## src/sv/cbc_pkg.sv

```systemverilog
// ----------------------------------------------------------------------------
// cbc_pkg: cartridge bank controller decoder shared definitions
// Payload structs for the bus access and decode result channels, region,
// status and controller kind codes.
// ----------------------------------------------------------------------------
package cbc_pkg;

   typedef struct packed {
      logic        cmd;
      logic [15:0] bus_address;
      logic [7:0]  write_data;
   } req_payload_type;

   typedef struct packed {
      logic [4:0]  region;
      logic [20:0] local_address;
      logic        nibble_only;
      logic        store_write;
      logic [7:0]  store_data;
      logic [2:0]  status;
   } rsp_payload_type;

   // access kind
   localparam logic CMD_WRITE = 1'b1;

   // decode regions
   localparam logic [4:0] REGION_BOOT       = 5'd0;
   localparam logic [4:0] REGION_ROM        = 5'd1;
   localparam logic [4:0] REGION_VRAM       = 5'd2;
   localparam logic [4:0] REGION_EXTRAM     = 5'd3;
   localparam logic [4:0] REGION_CLOCK_REG  = 5'd4;
   localparam logic [4:0] REGION_WRAM       = 5'd5;
   localparam logic [4:0] REGION_OAM        = 5'd6;
   localparam logic [4:0] REGION_UNUSABLE   = 5'd7;
   localparam logic [4:0] REGION_VIDEO_IO   = 5'd8;
   localparam logic [4:0] REGION_ZEROPAGE   = 5'd9;
   localparam logic [4:0] REGION_INT_ENABLE = 5'd10;
   localparam logic [4:0] REGION_INT_FLAGS  = 5'd11;
   localparam logic [4:0] REGION_TIMER      = 5'd12;
   localparam logic [4:0] REGION_JOYPAD     = 5'd13;
   localparam logic [4:0] REGION_SOUND      = 5'd14;
   localparam logic [4:0] REGION_WAVE_RAM   = 5'd15;
   localparam logic [4:0] REGION_UNMAPPED   = 5'd16;
   localparam logic [4:0] REGION_BANK_CTRL  = 5'd17;

   // result status
   localparam logic [2:0] STATUS_OK             = 3'd0;
   localparam logic [2:0] STATUS_EXTRAM_OFF     = 3'd1;
   localparam logic [2:0] STATUS_MBC2_ADDR_BIT  = 3'd2;
   localparam logic [2:0] STATUS_MBC2_RAM_LIMIT = 3'd3;
   localparam logic [2:0] STATUS_MBC3_SELECTOR  = 3'd4;
   localparam logic [2:0] STATUS_BOOT_BLOCKED   = 3'd5;

   // controller kinds
   localparam logic [2:0] KIND_NONE  = 3'd0;
   localparam logic [2:0] KIND_MBC1  = 3'd1;
   localparam logic [2:0] KIND_MBC2  = 3'd2;
   localparam logic [2:0] KIND_MBC3  = 3'd3;
   localparam logic [2:0] KIND_OTHER = 3'd4;

   // control register indexes
   localparam logic [1:0] CSR_CONTROLLER_KIND = 2'd0;
   localparam logic [1:0] CSR_RAM_SIZE_CODE   = 2'd1;

   // ram size code that selects four banked pages
   localparam logic [2:0] RAM_SIZE_BANKED = 3'd3;

endpackage

```

## src/sv/cartridge_bank_controller_decoder_core.sv

```systemverilog
// ----------------------------------------------------------------------------
// cartridge_bank_controller_decoder_core: cartridge bus decoder and banking
// Decodes one 16-bit bus access per transfer into a region and local offset
// and keeps the MBC1/MBC2/MBC3 bank registers and the boot overlay flag.
// ----------------------------------------------------------------------------
//
//   channel | ports                          | direction | flow
//   --------+--------------------------------+-----------+----------------------
//   req     | req_valid req_stall req_payload| in        | one bus access
//   rsp     | rsp_valid rsp_stall rsp_payload| out       | one decode result
//   csr     | csr_valid csr_ready csr_index  | in        | controller kind and
//           | csr_wdata                      |           | ram size code writes
//
// the access is decoded from the input register and lands in the result register,
// which drives rsp valid and rsp payload, so its rsp transfer follows its req
// transfer; a new access each cycle while rsp is not stalled
// bank register updates commit as an access moves into the result register,
// so the next access already decodes with them
// reset is synchronous and active high; it empties both registers and loads
// the bank state (boot overlay on, extram on, rom page 1)
// a stall on rsp holds the result register and backs up into req_stall once
// the input register is also occupied
//
module cartridge_bank_controller_decoder_core (
   input  logic                     clock,
   input  logic                     reset,
   // access channel
   input  logic                     req_valid,
   output logic                     req_stall,
   input  cbc_pkg::req_payload_type req_payload,
   // result channel
   output logic                     rsp_valid,
   input  logic                     rsp_stall,
   output cbc_pkg::rsp_payload_type rsp_payload,
   // control register writes
   input  logic                     csr_valid,
   output logic                     csr_ready,
   input  logic [1:0]               csr_index,
   input  logic [2:0]               csr_wdata
);

   // mbc1 bank zero quirk: a page with low five bits zero selects the next one
   function automatic logic [6:0] mbc1_fix(input logic [6:0] p);
      logic [6:0] r;
      r = p;
      if (p[4:0] == 5'd0) begin
         r[0] = 1'b1;
      end
      return r;
   endfunction

   // ---------------------------------------------------------------------
   // control registers
   // ---------------------------------------------------------------------
   logic [2:0] kind_ff, kind_in;
   logic [2:0] ram_size_ff, ram_size_in;

   assign csr_ready = 1'b1;

   always_comb begin
      kind_in     = kind_ff;
      ram_size_in = ram_size_ff;
      if (csr_valid && csr_ready) begin
         if (csr_index == cbc_pkg::CSR_CONTROLLER_KIND) begin
            kind_in = csr_wdata;
         end else if (csr_index == cbc_pkg::CSR_RAM_SIZE_CODE) begin
            ram_size_in = csr_wdata;
         end
      end
   end

   // ---------------------------------------------------------------------
   // handshake: input register feeds result register
   // ---------------------------------------------------------------------
   logic                     in_valid_ff, in_valid_in;
   cbc_pkg::req_payload_type in_data_ff, in_data_in;
   logic                     out_valid_ff, out_valid_in;
   cbc_pkg::rsp_payload_type out_data_ff, out_data_in;
   logic                     advance;
   logic                     req_accept;

   // the result register is free when empty or being drained this cycle
   assign advance    = in_valid_ff && (!out_valid_ff || !rsp_stall);
   assign req_stall  = in_valid_ff && !advance;
   assign req_accept = req_valid && !req_stall;

   assign in_valid_in  = req_accept || (in_valid_ff && !advance);
   assign in_data_in   = req_accept ? req_payload : in_data_ff;
   assign out_valid_in = advance || (out_valid_ff && rsp_stall);

   assign rsp_valid   = out_valid_ff;
   assign rsp_payload = out_data_ff;

   // ---------------------------------------------------------------------
   // bank state
   // ---------------------------------------------------------------------
   logic       boot_ff, boot_in;
   logic       extram_en_ff, extram_en_in;
   logic       bank_mode_ff, bank_mode_in;
   logic [1:0] ram_page_ff, ram_page_in;
   logic [6:0] rom_page_ff, rom_page_in;
   logic [3:0] clock_sel_ff, clock_sel_in;

   // ---------------------------------------------------------------------
   // decode of the access in the input register
   // ---------------------------------------------------------------------
   cbc_pkg::rsp_payload_type res;
   logic [2:0]  kind;
   logic        wr;
   logic [15:0] a;
   logic [7:0]  b;
   logic [7:0]  sdata;
   logic        st;
   logic [6:0]  page;
   logic [6:0]  page_m1;
   logic [6:0] rom_nx;
   logic [1:0] ram_nx;
   logic [3:0] clk_nx;
   logic       boot_nx, ext_nx, mode_nx;

   always_comb begin
      kind    = (kind_ff > cbc_pkg::KIND_OTHER) ? cbc_pkg::KIND_OTHER : kind_ff;
      wr      = (in_data_ff.cmd == cbc_pkg::CMD_WRITE);
      a       = in_data_ff.bus_address;
      b       = in_data_ff.write_data;
      sdata   = b;
      st      = 1'b0;
      page    = (rom_page_ff == 7'd0) ? 7'd1 : rom_page_ff;
      page_m1 = page - 7'd1;
      rom_nx  = rom_page_ff;
      ram_nx  = ram_page_ff;
      clk_nx  = clock_sel_ff;
      boot_nx = boot_ff;
      ext_nx  = extram_en_ff;
      mode_nx = bank_mode_ff;

      res.region        = cbc_pkg::REGION_UNMAPPED;
      res.local_address = 21'd0;
      res.nibble_only   = 1'b0;
      res.store_write   = 1'b0;
      res.store_data    = 8'd0;
      res.status        = cbc_pkg::STATUS_OK;

      if (a < 16'h8000) begin
         // rom space: reads, kind none rom writes, or bank control writes
         if (!wr) begin
            res.region        = cbc_pkg::REGION_ROM;
            res.local_address = {5'd0, a};
            if (a < 16'h1000 && boot_ff) begin
               if (a < 16'h0100) begin
                  res.region = cbc_pkg::REGION_BOOT;
               end else if (a == 16'h0100) begin
                  boot_nx = 1'b0;
               end
            end else if (a >= 16'h4000 && kind != cbc_pkg::KIND_NONE) begin
               res.local_address = {page_m1, 14'd0} + {6'd0, a[14:0]};
            end
         end else if (a < 16'h2000 && kind == cbc_pkg::KIND_NONE) begin
            res.local_address = {5'd0, a};
            if (boot_ff && a < 16'h0100) begin
               res.region = cbc_pkg::REGION_BOOT;
               res.status = cbc_pkg::STATUS_BOOT_BLOCKED;
            end else begin
               if (boot_ff && a == 16'h0100) begin
                  boot_nx = 1'b0;
               end
               res.region = cbc_pkg::REGION_ROM;
               st         = 1'b1;
            end
         end else if (kind == cbc_pkg::KIND_MBC1 || kind == cbc_pkg::KIND_MBC2 ||
                      kind == cbc_pkg::KIND_MBC3) begin
            res.region        = cbc_pkg::REGION_BANK_CTRL;
            res.local_address = {5'd0, a};
            unique case (a[14:13])
               2'd0: begin
                  // ram enable
                  if (kind == cbc_pkg::KIND_MBC2 && a[8]) begin
                     res.status = cbc_pkg::STATUS_MBC2_ADDR_BIT;
                  end else begin
                     ext_nx = (b[3:0] == 4'hA);
                  end
               end
               2'd1: begin
                  // rom bank low bits
                  if (kind == cbc_pkg::KIND_MBC1) begin
                     rom_nx = mbc1_fix({rom_page_ff[6:5], b[4:0]});
                  end else if (kind == cbc_pkg::KIND_MBC2) begin
                     if (!a[8]) begin
                        res.status = cbc_pkg::STATUS_MBC2_ADDR_BIT;
                     end else begin
                        rom_nx = (b[3:0] == 4'd0) ? 7'd1 : {3'd0, b[3:0]};
                     end
                  end else begin
                     rom_nx = (b[6:0] == 7'd0) ? 7'd1 : b[6:0];
                  end
               end
               2'd2: begin
                  // ram bank, upper rom bits, or mbc3 clock select
                  if (kind == cbc_pkg::KIND_MBC1) begin
                     if (bank_mode_ff) begin
                        ram_nx = b[1:0];
                     end else begin
                        rom_nx = mbc1_fix({b[1:0], rom_page_ff[4:0]});
                     end
                  end else if (kind == cbc_pkg::KIND_MBC3) begin
                     if (b <= 8'd3) begin
                        ram_nx = b[1:0];
                        clk_nx = 4'd0;
                     end else if (b >= 8'd8 && b <= 8'h0C) begin
                        clk_nx = b[3:0];
                     end else begin
                        res.status = cbc_pkg::STATUS_MBC3_SELECTOR;
                     end
                  end
               end
               default: begin
                  // banking mode select
                  if (kind == cbc_pkg::KIND_MBC1) begin
                     mode_nx = b[0];
                  end
               end
            endcase
         end
      end else if (a < 16'hA000) begin
         res.region        = cbc_pkg::REGION_VRAM;
         res.local_address = {8'd0, a[12:0]};
         st                = wr;
      end else if (a < 16'hC000) begin
         // external ram or mbc3 clock registers
         res.region        = cbc_pkg::REGION_EXTRAM;
         res.local_address = {8'd0, a[12:0]};
         if (kind == cbc_pkg::KIND_MBC1 ||
             (kind == cbc_pkg::KIND_MBC3 && clock_sel_ff == 4'd0)) begin
            if (ram_size_ff == cbc_pkg::RAM_SIZE_BANKED) begin
               res.local_address = {6'd0, ram_page_ff, a[12:0]};
            end
         end else if (kind == cbc_pkg::KIND_MBC3) begin
            res.region        = cbc_pkg::REGION_CLOCK_REG;
            res.local_address = {18'd0, clock_sel_ff[2:0]};
         end else if (kind == cbc_pkg::KIND_MBC2) begin
            if (a > 16'hA1FF) begin
               res.region        = cbc_pkg::REGION_UNMAPPED;
               res.local_address = 21'd0;
            end else begin
               res.nibble_only = 1'b1;
               sdata           = {4'd0, b[3:0]};
            end
         end else if (kind == cbc_pkg::KIND_OTHER) begin
            res.region        = cbc_pkg::REGION_UNMAPPED;
            res.local_address = 21'd0;
         end
         if (kind == cbc_pkg::KIND_MBC2 && a > 16'hA1FF) begin
            res.status = cbc_pkg::STATUS_MBC2_RAM_LIMIT;
         end else begin
            if (!extram_en_ff) begin
               res.status = cbc_pkg::STATUS_EXTRAM_OFF;
            end
            st = wr && (res.region != cbc_pkg::REGION_UNMAPPED);
         end
      end else begin
         // work ram, oam and the i/o page
         st = wr;
         if (a < 16'hFE00) begin
            res.region        = cbc_pkg::REGION_WRAM;
            res.local_address = {8'd0, a[12:0]};
         end else if (a < 16'hFEA0) begin
            res.region        = cbc_pkg::REGION_OAM;
            res.local_address = {13'd0, a[7:0]};
         end else if (a < 16'hFF00) begin
            res.region = cbc_pkg::REGION_UNUSABLE;
            st         = 1'b0;
         end else if (a == 16'hFFFF) begin
            res.region = cbc_pkg::REGION_INT_ENABLE;
         end else if (a >= 16'hFF80) begin
            res.region        = cbc_pkg::REGION_ZEROPAGE;
            res.local_address = {14'd0, a[6:0]};
         end else if (a >= 16'hFF40) begin
            res.region        = cbc_pkg::REGION_VIDEO_IO;
            res.local_address = {15'd0, a[5:0]};
         end else if (a == 16'hFF0F) begin
            res.region = cbc_pkg::REGION_INT_FLAGS;
         end else if (a >= 16'hFF04 && a <= 16'hFF07) begin
            res.region        = cbc_pkg::REGION_TIMER;
            res.local_address = {19'd0, a[1:0]};
            if (a == 16'hFF04) begin
               // divider reset
               sdata = 8'd0;
            end
         end else if (a == 16'hFF00) begin
            res.region = cbc_pkg::REGION_JOYPAD;
            sdata      = {2'd0, b[5:4], 4'd0};
         end else if (wr && a >= 16'hFF10 && a <= 16'hFF26) begin
            res.region        = cbc_pkg::REGION_SOUND;
            res.local_address = {16'd0, a[4:0] - 5'h10};
         end else if (wr && a >= 16'hFF30 && a <= 16'hFF3F) begin
            res.region        = cbc_pkg::REGION_WAVE_RAM;
            res.local_address = {17'd0, a[3:0]};
         end else begin
            res.region = cbc_pkg::REGION_UNMAPPED;
            st         = 1'b0;
         end
      end

      res.store_write = st;
      res.store_data  = st ? sdata : 8'd0;
   end

   assign out_data_in = advance ? res : out_data_ff;

   // state commits only when the access moves into the result register
   assign boot_in      = advance ? boot_nx : boot_ff;
   assign extram_en_in = advance ? ext_nx  : extram_en_ff;
   assign bank_mode_in = advance ? mode_nx : bank_mode_ff;
   assign ram_page_in  = advance ? ram_nx  : ram_page_ff;
   assign rom_page_in  = advance ? rom_nx  : rom_page_ff;
   assign clock_sel_in = advance ? clk_nx  : clock_sel_ff;

   // ---------------------------------------------------------------------
   // registers
   // ---------------------------------------------------------------------
   always_ff @(posedge clock) begin
      if (reset) begin
         in_valid_ff  <= 1'b0;
         out_valid_ff <= 1'b0;
         kind_ff      <= cbc_pkg::KIND_NONE;
         ram_size_ff  <= 3'd0;
         boot_ff      <= 1'b1;
         extram_en_ff <= 1'b1;
         bank_mode_ff <= 1'b0;
         ram_page_ff  <= 2'd0;
         rom_page_ff  <= 7'd1;
         clock_sel_ff <= 4'd0;
      end else begin
         in_valid_ff  <= in_valid_in;
         out_valid_ff <= out_valid_in;
         kind_ff      <= kind_in;
         ram_size_ff  <= ram_size_in;
         boot_ff      <= boot_in;
         extram_en_ff <= extram_en_in;
         bank_mode_ff <= bank_mode_in;
         ram_page_ff  <= ram_page_in;
         rom_page_ff  <= rom_page_in;
         clock_sel_ff <= clock_sel_in;
      end
   end

   // payload registers carry no reset
   always_ff @(posedge clock) begin
      in_data_ff  <= in_data_in;
      out_data_ff <= out_data_in;
   end

   // ---------------------------------------------------------------------
   // assertions
   // ---------------------------------------------------------------------

   // the rom bank register never holds zero
   assert property (@(posedge clock) disable iff (reset) rom_page_ff != 7'd0)
      else $error("rom page register holds zero");

   // req is only stalled while the input register holds an access
   assert property (@(posedge clock) disable iff (reset) req_stall |-> in_valid_ff)
      else $error("req stalled with empty input register");

   // a result that drains with nothing behind it leaves the output empty
   assert property (@(posedge clock) disable iff (reset)
      (out_valid_ff && !rsp_stall && !advance) |=> !rsp_valid)
      else $error("result repeated after transfer");

   // nibble-only results always target external ram
   assert property (@(posedge clock) disable iff (reset)
      (rsp_valid && rsp_payload.nibble_only) |->
         (rsp_payload.region == cbc_pkg::REGION_EXTRAM))
      else $error("nibble flag outside external ram");

endmodule
```

## config.mk

```make
export PLATFORM = sky130hd
export DESIGN_NAME = cartridge_bank_controller_decoder_core
export DESIGN_NICKNAME = d
export VERILOG_FILES = /design/src/sv/cbc_pkg.sv /design/src/sv/cartridge_bank_controller_decoder_core.sv
export SDC_FILE = /design/constraint.sdc
export NUM_CORES = 1
export LEC_CHECK = 0
export ABC_AREA = 1
export BUFFER_PORTS_ARGS = -buffer_cell sky130_fd_sc_hd__buf_2
export CAP_MARGIN = 20
export CELL_PAD_IN_SITES_DETAIL_PLACEMENT = 1
export CELL_PAD_IN_SITES_GLOBAL_PLACEMENT = 1
export CORE_AREA = 2 2 127 129
export CTS_CLUSTER_DIAMETER = 120
export CTS_CLUSTER_SIZE = 12
export DETAILED_ROUTE_END_ITERATION = 8
export DIE_AREA = 0 0 129 131
export HOLD_SLACK_MARGIN = 0.06
export PLACE_DENSITY_LB_ADDON = 0.25
export SLEW_MARGIN = 20
export SYNTH_ARGS = -nofsm -noshare
export SYNTH_HDL_FRONTEND = slang
export SYNTH_SLANG_ARGS = --single-unit
```

## constraint.sdc

```tcl
create_clock -name clock -period 4.52 [get_ports clock]
set_clock_uncertainty 0.1 [all_clocks]
set_input_delay 0.226 -clock clock [delete_from_list [all_inputs] [get_ports clock]]
set_output_delay 0.226 -clock clock [all_outputs]
set_load 0.1 [all_outputs]
```

* Yosys cells after proc, flatten, opt, wreduce, memory -nomap -nowiden
Cells that the tools add are included.
Word-level totals: bits in registers 88, output and inout bits 42, word-level logic and storage cells 255
Operators by class: add/subtract/negate cells 3, $lt $le $gt $ge 23, equal/unequal tests 27, multiplexer cells 116, bitwise gates (word level) 8, reductions and logical operators 57
Operators by type and width (number):
- two-way mux 26 bit | 15
- two-way mux 21 bit | 7
- two-way mux 8 bit | 17
- less-than comparator 16 bit, second input constant | 6
- greater-or-equal comparator 16 bit, second input constant | 5
- == test 16 bit, second input constant | 4
- two-way mux 5 bit | 10
- two-way mux 7 bit | 7
- <= comparator 16 bit, second input constant | 3
- two-way mux 3 bit | 13
- two-way mux 1 bit | 31
- two-way mux 22 bit | 1
- adder 21 x 15 -> 21 bit | 1
- AND reduction 10 bit | 2
- logical AND 1 bit | 19
- AND reduction 9 bit | 2
- == test 16 x 9 -> 1 bit, second input constant | 1
- greater-or-equal comparator 16 x 15 -> 1 bit, second input constant | 1
- greater-than comparator 16 bit, second input constant | 1
- less-than comparator 16 x 13 -> 1 bit, second input constant | 1
- less-than comparator 16 x 14 -> 1 bit, second input constant | 1
- less-than comparator 16 x 9 -> 1 bit, second input constant | 1
- two-way mux 2 bit | 8
- two-way mux 4 bit | 4
- 36 further kinds | 73

* Depth between registers and ports, before layout
Gate-level depths: netlist (run 1).
depth in word-level cells 17, gate-level depth with buffers 14, depth with buffers taken out 14

* Worst setup path before layout (run 1)
No wires, ideal clock.
kind flip-flop to flip-flop, from register out_valid_ff (netlist: rsp_valid), to register rom_page_ff[5], arrival time 3543 ps, required time 4294 ps, slack 751 ps, stages on the path, launching flop included 11, path buffers 0, cells stage by stage dfxtp_1 > nand2_1 > inv_1 > nor2_1 > nand2_1 > inv_1 > nand2_1 > a21oi_1 > o211ai_1 > o21ai_0 > a21oi_1
On the way: cells in the longest elaborated chain, start to end 4
Ends and longest elaborated chain:
- start: declaration | RTL line cartridge_bank_controller_decoder_core.sv:77 | logic out_valid_ff, out_valid_in;
- start signal: assignment | RTL line cartridge_bank_controller_decoder_core.sv:335 | out_valid_ff <= out_valid_in;
- zero test 1 bit | RTL line cartridge_bank_controller_decoder_core.sv:83 | assign advance = in_valid_ff && (!out_valid_ff || !rsp_stall);
- logical OR 1 bit | RTL line cartridge_bank_controller_decoder_core.sv:83
- logical AND 1 bit | RTL line cartridge_bank_controller_decoder_core.sv:83
- named net advance | RTL line cartridge_bank_controller_decoder_core.sv:79 | logic advance;
- AND reduction 10 bit (no source line)
- end signal: assignment | RTL line cartridge_bank_controller_decoder_core.sv:342 | rom_page_ff <= rom_page_in;
- end: declaration | RTL line cartridge_bank_controller_decoder_core.sv:101 | logic [6:0] rom_page_ff, rom_page_in;
The timed path passes the listed nets, and every way through them passes these cells. A chain may end at the register's enable or synchronous reset.

* Final worst setup path (run 1)
from register in_data_ff (netlist bit a[15]), to register out_data_ff (netlist bit rsp_payload[7]), data pin
On the way: cells in the longest elaborated chain, start to end 17, elaborated cells between the ends (all ways) 72
Ends and longest elaborated chain:
- start: declaration | RTL line cartridge_bank_controller_decoder_core.sv:76 | cbc_pkg::req_payload_type in_data_ff, in_data_in;
- start signal: assignment | RTL line cartridge_bank_controller_decoder_core.sv:349 | in_data_ff <= in_data_in;
- greater-or-equal comparator 16 bit | RTL line cartridge_bank_controller_decoder_core.sv:295 | end else if (wr && a >= 16'hFF30 && a <= 16'hFF3F) begin
- logical AND 1 bit (2 in a row) | RTL line cartridge_bank_controller_decoder_core.sv:295
- two-way mux 1 bit | RTL line cartridge_bank_controller_decoder_core.sv:295
- two-way mux 1 bit | RTL line cartridge_bank_controller_decoder_core.sv:292 | end else if (wr && a >= 16'hFF10 && a <= 16'hFF26) begin
- two-way mux 1 bit | RTL line cartridge_bank_controller_decoder_core.sv:289 | end else if (a == 16'hFF00) begin
- two-way mux 1 bit | RTL line cartridge_bank_controller_decoder_core.sv:282 | end else if (a >= 16'hFF04 && a <= 16'hFF07) begin
- two-way mux 1 bit | RTL line cartridge_bank_controller_decoder_core.sv:280 | end else if (a == 16'hFF0F) begin
- two-way mux 1 bit | RTL line cartridge_bank_controller_decoder_core.sv:277 | end else if (a >= 16'hFF40) begin
- two-way mux 1 bit | RTL line cartridge_bank_controller_decoder_core.sv:274 | end else if (a >= 16'hFF80) begin
- two-way mux 1 bit | RTL line cartridge_bank_controller_decoder_core.sv:272 | end else if (a == 16'hFFFF) begin
- two-way mux 1 bit | RTL line cartridge_bank_controller_decoder_core.sv:269 | end else if (a < 16'hFF00) begin
- two-way mux 1 bit | RTL line cartridge_bank_controller_decoder_core.sv:266 | end else if (a < 16'hFEA0) begin
- two-way mux 1 bit | RTL line cartridge_bank_controller_decoder_core.sv:263 | if (a < 16'hFE00) begin
- two-way mux 1 bit | RTL line cartridge_bank_controller_decoder_core.sv:228 | end else if (a < 16'hC000) begin
- two-way mux 1 bit | RTL line cartridge_bank_controller_decoder_core.sv:224 | end else if (a < 16'hA000) begin
- two-way mux 1 bit | RTL line cartridge_bank_controller_decoder_core.sv:144 | if (a < 16'h8000) begin
- end signal: assignment | RTL line cartridge_bank_controller_decoder_core.sv:350 | out_data_ff <= out_data_in;
- end: declaration | RTL line cartridge_bank_controller_decoder_core.sv:78 | cbc_pkg::rsp_payload_type out_data_ff, out_data_in;
Several ways; a longest one is shown, not always the timed one. The select of a mux whose other input is x is not followed.

==> results.json, run 1 <==
{
  "vias": 4005,
  "yosysTopAreaCell": "edfxtp_1",
  "timing.max_cap.violations": 0,
  "switching_power_w": 0.0005814,
  "p_comb_share_pct": 15.7,
  "slew_headroom_pct": 47.99,
  "dieWidth_um": 129,
  "port_buffers": 75,
  "setup_viol": 0,
  "fillers": 1868,
  "grt_max_degree": 30,
  "fmax_ghz": 0.3402,
  "endpoint": "rsp_payload[7]$_SDFFCE_PN0P_",
  "syn_area_um2": 4567,
  "critPathLaunch": "a[15]$_DFFE_PP_",
  "path_clk_slew_ns": 0.06,
  "syn_avg_cell_area_um2": 8.442,
  "crit_type": "flop to flop",
  "slew_viol_final": 0,
  "grt_pass1_vias": 4103,
  "synthCells": 541,
  "rsz0062_at_grt": "false",
  "clockBufferDepth": 2,
  "io_pins": 77,
  "cp_max_fo": 13,
  "clkPwrFrac_pct": 38.4,
  "antenna_cells": 0,
  "ctsHtreeMaxLevel": 3,
  "clock_sinks": 88,
  "grt_first_pass_wirelength_mm": 21.38,
  "cts_hold_buf": 26,
  "clk_latency_ns": 0.35,
  "fin_crit_sh_pct": 65.04,
  "drt_iter0_drc": 217,
  "final-hold-violation-count": 0,
  "worstSetupStartpointType": "flop",
  "power_frac_seq_pct": 45.9,
  "cts_resized": 0,
  "synth_cell_types": 45,
  "p_sw_share_pct": 28.58,
  "yosysWarnings": 0,
  "status": "finished, final reports clean",
  "p_per_area_nw_per_um2": 353.3,
  "wirelength_mm": 13.39,
  "seq_area_frac_synth_pct": 52.60,
  "min_period_ns": 2.940,
  "arrival_ns": 2.95,
  "die_area_um2": 16900,
  "worstMarginPinSlew_ns": 0.7773,
  "nNetsFinal": 685,
  "ant_nets": 0,
  "dpl.hpwl_mm": 10.22,
  "netlist_top_cells_area": "edfxtp_1 42%, dfxtp_1 11%, nand2_1 9.5%, inv_1 6.7%, nor2_1 4.8%",
  "postCtsSetupRepairBufs": 0,
  "cp.required_ns": 4.53,
  "p_leak_nw": 2.524,
  "drc": 0,
  "p_int_w": 0.001453,
  "synth_nets": 579,
  "dp_cells": 826,
  "timing.rr.start": "a[15]$_DFFE_PP_",
  "ys.flop_type": "edfxtp_1",
  "cp-end-kind": "flop",
  "fin_setup_tns_ns": 0,
  "async_reset_ff_share_pct": 0,
  "synth_top_area_share_pct": 42.08,
  "drive_gt1_share_pct": 18.87,
  "grt_usage_pct": 16.62,
  "wl_per_cell_um": 15.43,
  "overflow": 0,
  "grt_antenna_before_repair": 0,
  "holdCritStartpoint": "csr_wdata[2]",
  "reg2reg_slack_ns": 1.58,
  "cts_buffers": 9,
  "r2r_cells": 7,
  "vdd_drop_max_mv": 0.1637,
  "start_util_pct": 29.28,
  "ys_ff_latch": 88,
  "rows": 46,
  "dr.pass1.iters": 4,
  "clock-root-buffer": "clkbuf_16",
  "hold_path.class": "input port to flop",
  "r2r_end": "rsp_payload[7]$_SDFFCE_PN0P_",
  "coreArea_um2": 15600,
  "vias_per_cell": 4.614,
  "gp_congestion": 0.8696,
  "areaGrowthSynthToFinish_pct": 26.11,
  "synth_enable_flop_cells": 64,
  "die_h_um": 131,
  "final_cells": 868,
  "cts_tree": "yes"
}
-- logic make-up (layout without fill, tap and decap cells) --
| kind of cell | after synthesis | count (layout) | share of synthesized area, % |
|---|---|---|---|
| xor+xnor | 5 | 5 | 0.9589 |
| flops | 88 | 88 | 52.60 |
| compound gates | 96 | 96 | 11.86 |
| simple gates | 255 | 255 | 25.51 |
| fa+ha+maj | 3 | 3 | 0.8220 |
| other cells | 1 | 1 | 0.08211 |
| buf+inv | 93 | 204 | 8.164 |
-- layout by cell type (no fill, tap or decap), types with 5 or more instances in the layout --
master / Yosys / layout
edfxtp_1: 64 / 64
dfxtp_1: 24 / 24
buf_2: 2 / 75
nor2_1: 59 / 58
nand2_1: 115 / 115
a211oi_1: 5 / 5
a21oi_1: 43 / 43
inv_1: 81 / 80
o21ai_0: 30 / 30
nand3_1: 33 / 33
dlygate4sd3_1: 0 / 26
clkbuf_16: 0 / 10
nor3_1: 18 / 18
nand4_1: 6 / 6
-- power by group through the flow --
stage                     combinational (W)  sequential, W  clock [W]
final                              0.000320       0.000933   0.000782
after global routing               0.000345       0.000937   0.000841
after CTS                          0.000321       0.000934   0.000807
after detailed placement           0.000303       0.000951          0
after global placement             0.000298       0.000950          0
after floorplan                    0.000112        0.00106          0
-- cell type report --
cell class | instances | area (um^2) | area share, %
multi-input cells | 360 | 1799 | 31.24
clock inverters | 5 | 51.30 | 0.8907
clock buffers | 11 | 264.0 | 4.584
inverters | 86 | 329.1 | 5.714
well taps | 216 | 270.3 | 4.693
flip-flops and latches | 88 | 2402 | 41.71
repair buffers | 102 | 643.1 | 11.17
-- synthesized netlist by cell type, types with 3 or more instances --
master,n
nand3_1,33
o211ai_1,3
nor2_4,3
xor2_1,4
nand4_1,6
a21oi_2,3
dfxtp_1,24
nor3_1,18
inv_2,3
o21ai_0,30
nand2_2,3
nor2_2,3
nand2_1,115
a211oi_1,5
ha_1,3
edfxtp_1,64
a21oi_1,43
inv_1,81
nor2_1,59
nand3_2,4
-- metal layers --
metal | share of wire, % | up-vias | GRT usage [%]
met4 | 1.0 | 0 | 4.156
li1 | - | 2020 | -
met5 | 0 | - | 0
met2 | 45 | 67 | 26.77
met1 | 50 | 1909 | 22.93
met3 | 3.3 | 9 | 3.502
-- critical path, cell delays in order, from the launching register on --
cell,delay (ns)
edfxtp_1,0.72
inv_1,0.36
nor2_1,0.69
inv_1,0.35
a21oi_1,0.28
nor2_1,0.07
nand2_1,0.08
inv_1,0.04
-- through the flow --
step	instance area (um^2)	worst slack, ns	hold WS (ns)	total power, W	util [%]
after floorplan	4567	0.7510	0.2249	0.001176	-
after global placement	5184	1.743	0.3031	0.001248	33.23
after CTS	5759	1.556	0.07263	0.002061	36.92
after detailed placement	5184	1.553	0.3047	0.001253	33.23
after global routing	5759	1.331	0.1072	0.002123	36.92
final	5759	1.580	0.08318	0.002035	36.92
-- how the worst min path moves through the flow --
stage / endpoint / slack, ns / cells after the start
3_5_place_dp: a[5]$_DFFE_PP_ / 0.30 / 1
6_report: kind_ff[2]$_SDFFE_PP0P_ / 0.08 / 3
4_1_cts: kind_ff[2]$_SDFFE_PP0P_ / 0.07 / 3
2_1_floorplan: a[0]$_DFFE_PP_ / 0.22 / 0
3_3_place_gp: wr$_DFFE_PP_ / 0.30 / 1
5_1_grt: ram_size_ff[1]$_SDFFE_PP0P_ / 0.11 / 3
-- registers in the layout, indices dropped and copies added, names as in the netlist, 2 cells and up --
| name | count |
|---|---|
| ram_page_ff | 2 |
| clock_sel_ff | 4 |
| ram_size_ff | 3 |
| a | 16 |
| rsp_payload | 39 |
| kind_ff | 3 |
| rom_page_ff | 7 |
| b | 8 |
(Power assumes the default switching activity.)
==> inputs of run 2 (changes only) <==
==> constraint.sdc (replaced) <==
create_clock -name clock -period 3 [get_ports clock]
set_clock_uncertainty 0.1 [all_clocks]
set_input_delay 0.15 -clock clock [delete_from_list [all_inputs] [get_ports clock]]
set_output_delay 0.15 -clock clock [all_outputs]
set_load 0.1 [all_outputs]
==> run 2 against run 1 <==
Maximum frequency up 20%. Utilization up 0.51 points. Critical path type unchanged. Routed wire length up 1.4%. Final cell count up 1.6%. Cell area up 1.4%. Highest routed layer unchanged. Global-route usage up 0.46 points. Count of clock-buffer cells in the layout unchanged. Worst setup slack worse by 1.0 ns. Sequential cell count unchanged. Largest cell class unchanged. Clock power up 34%. Worst hold slack better by 0.0031 ns. Largest power group unchanged. First-iteration DRC count down 2.3%.
==> results.json, run 2 (synthesis gave the netlist of run 1 again) <==
{
  "cts_hold_buf": 32,
  "overflow": 0,
  "layout_commonest_cell": "nand2_1",
  "dieWidth_um": 129,
  "setup_viol": 0,
  "path_clk_slew_ns": 0.06,
  "min_to": "kind_ff[0]$_SDFFE_PP0P_",
  "io_pins": 77,
  "multi_input_area_um2": 1799,
  "clockBufferDepth": 2,
  "largest_reg_flops": 39,
  "drt_iter0_drc": 212,
  "antenna_cells": 0,
  "power_frac_seq_pct": 47.7,
  "r2r_cells": 14,
  "holdCritStartpoint": "csr_index[0]",
  "crit_type": "flop to flop",
  "timing.rr.start": "rom_page_ff[2]$_SDFFE_PP0P_",
  "timing.max_cap.violations": 0,
  "p_per_area_nw_per_um2": 504.3,
  "clk_latency_ns": 0.34,
  "port_buffers": 75,
  "p_int_w": 0.002067,
  "dpl.hpwl_mm": 10.48,
  "cts_resized": 0,
  "wirelength_mm": 13.58,
  "slew_viol_final": 0,
  "grt_first_pass_wirelength_mm": 22.07,
  "grt_max_degree": 40,
  "vdd_drop_max_mv": 0.2203,
  "rsz0062_at_grt": "false",
  "worstSetupStartpointType": "flop",
  "grt_antenna_before_repair": 0,
  "start_util_pct": 29.28,
  "die_area_um2": 16900,
  "rows": 46,
  "cts_buffers": 9,
  "clock-root-buffer": "clkbuf_16",
  "final_cells": 882,
  "ant_nets": 0,
  "min_period_ns": 2.440,
  "cp.required_ns": 2.99,
  "coreArea_um2": 15600,
  "hold_slack_ns": 0.08625,
  "r2r_end": "rsp_payload[33]$_SDFFCE_PP0P_",
  "grt_pass1_vias": 4255,
  "drive_gt1_share_pct": 19.22,
  "drc": 0,
  "reg2reg_slack_ns": 0.56,
  "layout_common_cells": "115 x nand2_1, 81 x inv_1, 75 x buf_2, 64 x edfxtp_1, 58 x nor2_1",
  "dr.pass1.iters": 4,
  "fin_setup_tns_ns": 0,
  "nNetsFinal": 699,
  "clkPwrFrac_pct": 35.5,
  "regArea_um2": 2402,
  "fin_crit_sh_pct": 81.33,
  "arrival_ns": 2.43,
  "p_sw_share_pct": 29.80,
  "die_h_um": 131,
  "slew_headroom_pct": 64.43,
  "postCtsSetupRepairBufs": 0,
  "vias": 4120,
  "fmax_ghz": 0.4098,
  "final-hold-violation-count": 0,
  "cp-end-kind": "flop",
  "vias_per_cell": 4.671,
  "cp_max_fo": 4,
  "grt_usage_pct": 17.08,
  "dp_cells": 834,
  "p_comb_share_pct": 16.8,
  "gp_congestion": 0.8741,
  "whs_path_depth": 4,
  "worstMarginPinSlew_ns": 0.5336,
  "areaGrowthSynthToFinish_pct": 27.86,
  "fillers": 1883,
  "switching_power_w": 0.0008777,
  "wl_per_cell_um": 15.39,
  "ctsHtreeMaxLevel": 3,
  "hold_path.class": "input port to flop",
  "status": "finished, final reports clean",
  "cts_tree": "yes",
  "p_leak_nw": 2.561,
  "clock_sinks": 88
}
[run 2: through the flow]
step | setup slack (ns) | util (%) | total power (W) | instance area (um^2)
2_1_floorplan | 0.1789 | - | 0.001772 | 4574
3_3_place_gp | 0.7421 | 33.62 | 0.001888 | 5244
3_5_place_dp | 0.5513 | 33.62 | 0.001897 | 5244
4_1_cts | 0.5580 | 37.44 | 0.002986 | 5839
5_1_grt | 0.3363 | 37.44 | 0.003080 | 5839
6_report | 0.5600 | 37.44 | 0.002945 | 5839
[run 2: worst max path at each step]
stage	startpoint	end	slack (ns)	depth (start not counted)
finish	rom_page_ff[2]$_SDFFE_PP0P_	rsp_payload[33]$_SDFFCE_PP0P_	0.56	14
global route	rom_page_ff[2]$_SDFFE_PP0P_	rsp_payload[33]$_SDFFCE_PP0P_	0.34	14
CTS	rom_page_ff[2]$_SDFFE_PP0P_	rsp_payload[33]$_SDFFCE_PP0P_	0.56	14
detailed placement	rom_page_ff[2]$_SDFFE_PP0P_	rsp_payload[33]$_SDFFCE_PP0P_	0.55	14
global placement	rom_page_ff[3]$_SDFFE_PP0P_	rsp_payload[33]$_SDFFCE_PP0P_	0.74	14
floorplan	rsp_valid$_SDFF_PP0_	in_valid_ff$_SDFF_PP0_	0.18	3
[run 2: cell type report]
cell class / count / area share (%)
sequential: 88 / 41.14
multi-input combinational: 360 / 30.81
timing repair buffer: 116 / 13.07
inverter: 86 / 5.635
tap: 216 / 4.628
clock buffer: 11 / 4.157
clock inverter: 5 / 0.5571
[run 2: critical path, cell delays in order, from the launching register on]
cell	delay [ns]
dfxtp_1	0.34
inv_1	0.10
nand2_1	0.07
nor3_1	0.21
a31oi_1	0.15
ha_1	0.31
inv_1	0.09
ha_1	0.18
inv_1	0.05
nor2_1	0.13
nand2_1	0.09
nor2_1	0.11
nand2_1	0.07
xor2_1	0.13
nor2_1	0.06
[run 2: routing by layer]
metal | wire [um] | share of wire, % | global-route usage, % | vias up
met2 | 6201 | 46 | 27.51 | 84
li1 | - | - | - | 2045
met3 | 436 | 3.2 | 2.687 | 16
met5 | 0 | 0 | 0 | -
met1 | 6658 | 49 | 23.06 | 1975
met4 | 281 | 2.1 | 6.905 | 0
[run 2: power by group through the flow]
stage	clock (W)	sequential [W]	combinational [W]
after global routing	0.00113	0.00141	0.000534
after global placement	0	0.00143	0.000459
after detailed placement	0	0.00143	0.000466
after CTS	0.00108	0.00140	0.000498
final	0.00105	0.00140	0.000495
after floorplan	0	0.00160	0.000170
